--- src/hw/rtl/uks_pkg.sv ---
// Shared constants and types for the unbounded knapsack solver unit.
// No dependencies; every other file of the block but uks_ram imports this package.
package uks_pkg;

    localparam int MAX_CAPACITY = 1023;
    localparam int DEPTH        = MAX_CAPACITY + 1;
    localparam int IDX_W        = $clog2(DEPTH);

    localparam int VALUE_W  = 16;
    localparam int WEIGHT_W = 10;
    localparam int CAP_W    = 10;
    localparam int BEST_W   = 32;
    localparam int CMP_W    = (IDX_W > WEIGHT_W) ? IDX_W : WEIGHT_W;

    localparam int APB_ADDR_W = 3;
    localparam int APB_DATA_W = 32;
    localparam int REG_IDX_W  = APB_ADDR_W - 2;

    localparam logic [REG_IDX_W-1:0] REG_CAPACITY = REG_IDX_W'(0);

    typedef struct packed {
        logic              load;
        logic [BEST_W-1:0] value;
    } t_answer;

endpackage

--- src/hw/rtl/uks_apb_regs.sv ---
// APB-style configuration register file holding the knapsack capacity.
// Depends on uks_pkg for address and data widths.
module uks_apb_regs
    import uks_pkg::*;
(
    input  logic                  i_clk,
    input  logic                  i_rst_n,
    input  logic                  psel,
    input  logic                  penable,
    input  logic                  pwrite,
    input  logic [APB_ADDR_W-1:0] paddr,
    input  logic [APB_DATA_W-1:0] pwdata,
    output logic [APB_DATA_W-1:0] prdata,
    output logic                  pready,
    output logic [CAP_W-1:0]      o_capacity
);

    logic [CAP_W-1:0]     r_capacity;
    logic [CAP_W-1:0]     n_capacity;
    logic [REG_IDX_W-1:0] w_reg_idx;

    assign w_reg_idx = paddr[APB_ADDR_W-1:2];
    assign pready    = 1'b1;

    always_comb begin
        n_capacity = r_capacity;
        if (psel && penable && pwrite && pready && (w_reg_idx == REG_CAPACITY)) begin
            n_capacity = pwdata[CAP_W-1:0];
        end
    end

    always_comb begin
        prdata = '0;
        if (w_reg_idx == REG_CAPACITY) begin
            prdata = APB_DATA_W'(r_capacity);
        end
    end

    always_ff @(posedge i_clk) begin
        if (!i_rst_n) begin
            r_capacity <= '0;
        end else begin
            r_capacity <= n_capacity;
        end
    end

    assign o_capacity = r_capacity;

endmodule

--- config.mk ---
export PLATFORM = sky130hd
export DESIGN_NAME = uks_apb_regs
export DESIGN_NICKNAME = d
export VERILOG_FILES = /design/src/hw/rtl/uks_pkg.sv /design/src/hw/rtl/uks_apb_regs.sv
export SDC_FILE = /design/constraint.sdc
export NUM_CORES = 1
export LEC_CHECK = 0
export ABC_CLOCK_PERIOD_IN_PS = 1200
export BUFFER_PORTS_ARGS = -buffer_cell sky130_fd_sc_hd__buf_2
export CORE_AREA = 2 2 49 51
export DETAILED_ROUTE_END_ITERATION = 12
export DIE_AREA = 0 0 51 53
export GPL_ROUTABILITY_DRIVEN = 0
export GPL_TIMING_DRIVEN = 0
export PLACE_DENSITY = 0.85
export SETUP_SLACK_MARGIN = 0.15
export SYNTH_ARGS = -nofsm -noshare
export SYNTH_HDL_FRONTEND = slang
export SYNTH_SLANG_ARGS = --single-unit
--- constraint.sdc ---
create_clock -name i_clk -period 1.2 [get_ports i_clk]
set_clock_uncertainty 0.2 [all_clocks]
set_input_delay 0.06 -clock i_clk [delete_from_list [all_inputs] [get_ports i_clk]]
set_output_delay 0.06 -clock i_clk [all_outputs]
set_load 0.01 [all_outputs]
# Yosys cells after proc, flatten, opt, wreduce, memory -nomap -nowiden
# Cells that the tools add are included.
word_totals:
  reg_bits: 10
  inputBits: 40
  output_inout_bits: 43
  elab_cells: 6
op_classes:
  mux: 1
  bitwise: 1
  n_reduce_logical: 3
op_table:
  columns: ["cell", "count"]
  rows:
  - ["$mux W10", 1]
  - ["$logic_and A1 B1 Y1", 3]
  - ["$not A1 Y1", 1]

# Logic depth before layout (Yosys ltp)
logic_depth:
  depth_word: 3
  depth_mapped: 3
  mapped_depth_nobuf: 2

# Worst setup path before layout
# Ideal clock, no wire load.
synth_path:
  path_kind: "input port to flip-flop"
  from: "in paddr[2]"
  to: "reg r_capacity[0] (netlist: o_capacity[0])"
  setup_time_ns: 0.072
  arrival_time_ns: 0.616
  t_required_ns: 0.928
  slack_ns: 0.312
  path_stages: 3
  n_path_buf: 1
  path_cell_list: "and4b_1 buf_6 mux2i_1"
synth_via:
  elab_chain_len: 2
synth_lines:
  columns: ["item", "line_no", "source"]
  rows:
  - ["from (decl)", "uks_apb_regs.sv:11", "input logic [APB_ADDR_W-1:0] paddr,"]
  - ["$not A1 Y1", null, null]
  - ["$logic_and A1 B1 Y1", "uks_apb_regs.sv:27", "if (psel && penable && pwrite && pready && (w_reg_idx == REG_CAPACITY)) begin"]
  - ["to (signal assigned)", "uks_apb_regs.sv:43", "r_capacity <= n_capacity;"]
  - ["to (decl)", "uks_apb_regs.sv:18", "logic [CAP_W-1:0] r_capacity;"]
# No other way between the ends.
# A chain may end at the register's enable or synchronous reset.

# Final worst setup path
layout_path:
  from: "reg r_capacity[0] (netlist: o_capacity[0])"
  to: "out prdata[0]"
layout_via:
  elab_chain_len: 1
layout_lines:
  columns: ["item", "line_no", "source"]
  rows:
  - ["$mux W10", "uks_apb_regs.sv:34", "if (w_reg_idx == REG_CAPACITY) begin"]
  - ["to (decl)", "uks_apb_regs.sv:13", "output logic [APB_DATA_W-1:0] prdata,"]
# No other way between the ends.

==> flow_summary.toml <==
[run_status]
outcome = "finished clean"

[yosys]
syn_inst = 80
yosys_warnings = 0
synth_top_cell_by_area = "dfxtp_1"
ys_ff_latch = 10
synthXorXnorAreaFrac = 0
ys_types = 9
ys_top_cells_by_area = "dfxtp_1, buf_4, mux2i_1, nand2_1, nor2b_1"
synth_fa_ha_area_frac = 0
synthSimpleGateAreaFrac = 0.227
seq_area_frac_synth = 0.308
synth_mux_area_frac = 0.154
synth_area_per_cell_sq_um = 8.13
synth_top_family_by_area = "buffers and inverters"
yosysTopAreaCellShare = 0.308
synth_compound_area_frac = 0
synth_area_sq_um = 651

[place]
dpl.hpwl_mm = 1.12
placed_cells = 163
postPlaceCellArea_sq_um = 935
portBuffers = 34

[global_route]
grt_first_pass_wirelength_mm = 2.43
grt_overflow = 0
first_global_vias = 603
antenna_found_initial = 0
track_usage = 0.123
grt_max_degree = 11

[final_layout]
syn_to_final_growth_pct = 88.3
layout_common_cells = "buf_4, buf_2, conb_1"
drive_gt1_frac = 0.525
nNetsFinal = 201
largest_reg_flops = 10
final_common_cell = "buf_4"
antenna_cells = 0
final_cell_area_sq_um = 1220
stdcell_count = 188

[flow_run]
maxCapViolCount = 0

[sta]
slew_viol_final = 0
min_period_ns = 1.13
hold_violations = 0
rsz0062_at_grt = "yes"
setup_viol = 0
finalCritPeriodShare = 0.940
fmax_mhz = 887
fin_tns_setup_ns = 0

[floorplanning]
ios = 83
num_rows = 17
core-area_sq_um = 2150
die-area_sq_um = 2700
start_util = 0.303
chipWidth_microns = 51
die_height_microns = 53

[clocking]
cts.clk_slew.worst_paths_ns = 0.07
cts_sinks = 10
clk_path_buf_depth = 2
cts_root_buf = "clkbuf_4"
cts_max_level = 1
cts_tree = "done"
clk-insertion-delay-late_ns = 0.26
cts_buffers = 3

[worst_setup_path]
crit_required_ns = 0.94
cp.arrival_ns = 0.87
cp_cell_sequence = "nor2b_2 -> buf_2"
endpoint_kind = "output port"
cp-start-kind = "flop"
slowest_delay_ns = 0.32
critPathSlowestCell = "dfxtp_2"
worst-setup-path-type = "reg -> out"
worstPathMaxFanout = 2

[min_path]
hp-class = "in -> reg"

[route]
ant_nets = 0
first_pass_iters = 3
viasPerCell = 3.66
drtIter0Drc = 5
drc = 0
routed_wl_mm = 1.78
via_count = 689
wire_per_inst_microns = 9.48

[pwr]
leakagePower_nw = 0.672
pwr_density_cell_nw_per_um2 = 705
ir_worst_vdd_mv = 0.406
==> repair_timing <==
action / CTS / global route
endpoints found under the setup margin: 10 / 16
hold buffers: 10 / 0
endpoints found under the hold margin: 10 / 0
buffers inserted: 7 / 4
cloned: 0 / 0
gates resized for setup: 10 / 13
==> cells by family (layout without fill, tap and decap cells) <==
kind of cell           Yosys count  count (layout)
AND/OR/NAND/NOR                 31              31
buffers and inverters           27              86
flip-flops                      10              10
other                            2              23
multiplexers                    10              10
==> area by class of cell <==
class	instances	area (sq um)
plain buffers	27	195
clock buffers	4	36.3
fillers	208	923
multi-input cells	64	337
flip-flops and latches	10	213
well taps	28	35.0
repair buffers	55	409
==> per-layer routing <==
layer,routed length (microns),up-vias,track usage
met5,0,-,0
met4,0,0,0.0405
met3,156,0,0.0311
met2,946,34,0.253
met1,680,296,0.115
li1,-,359,-
==> report_power, final <==
part	total, mW	internal (mW)	switching (mW)	leakage [nW]
clock	0.297	0.184	0.113	0.0210
combinational	0.222	0.126	0.0967	0.565
sequential	0.345	0.340	0.00436	0.0858
==> Yosys cell counts <==
master / n
nand2_1: 20
buf_6: 1
mux2i_1: 10
and4b_1: 1
clkbuf_1: 3
nor2b_1: 10
dfxtp_1: 10
buf_4: 23
conb_1: 2
==> path summary, 6_finish.rpt <==
path | startpoint | endpoint | slack [ns] | depth (start not counted)
max reg2reg | o_capacity[6] | o_capacity[6] | 0.22 | 4
min reg2reg | o_capacity[7] | o_capacity[7] | 0.26 | 2
min | i_rst_n | o_capacity[7] | 0.01 | 3
max | o_capacity[0] | prdata[0] | 0.07 | 2
==> per-stage QoR <==
| stage | total power, mW | util | setup WS, ns | hold WS (ns) |
|---|---|---|---|---|
| 6_report | 0.864 | 0.570 | 0.0722 | 0.0127 |
| 2_1_floorplan | 0.480 | - | 0.312 | 0.00212 |
| 3_3_place_gp | 0.521 | 0.435 | 0.154 | 0.109 |
| 3_5_place_dp | 0.521 | 0.435 | 0.141 | 0.115 |
| 5_1_grt | 0.905 | 0.570 | 0.0422 | 0.0611 |
| 4_1_cts | 0.855 | 0.529 | 0.0717 | 0.00611 |
==> worst max-delay path, delay by kind of cell (launching register included) <==
| family | cells | cell delay [ns] |
|---|---|---|
| AND/OR/NAND/NOR | 1 | 0.14 |
| buffers and inverters | 1 | 0.15 |
| flip-flops | 1 | 0.32 |
No activity file was read; power rests on OpenSTA's default activity.
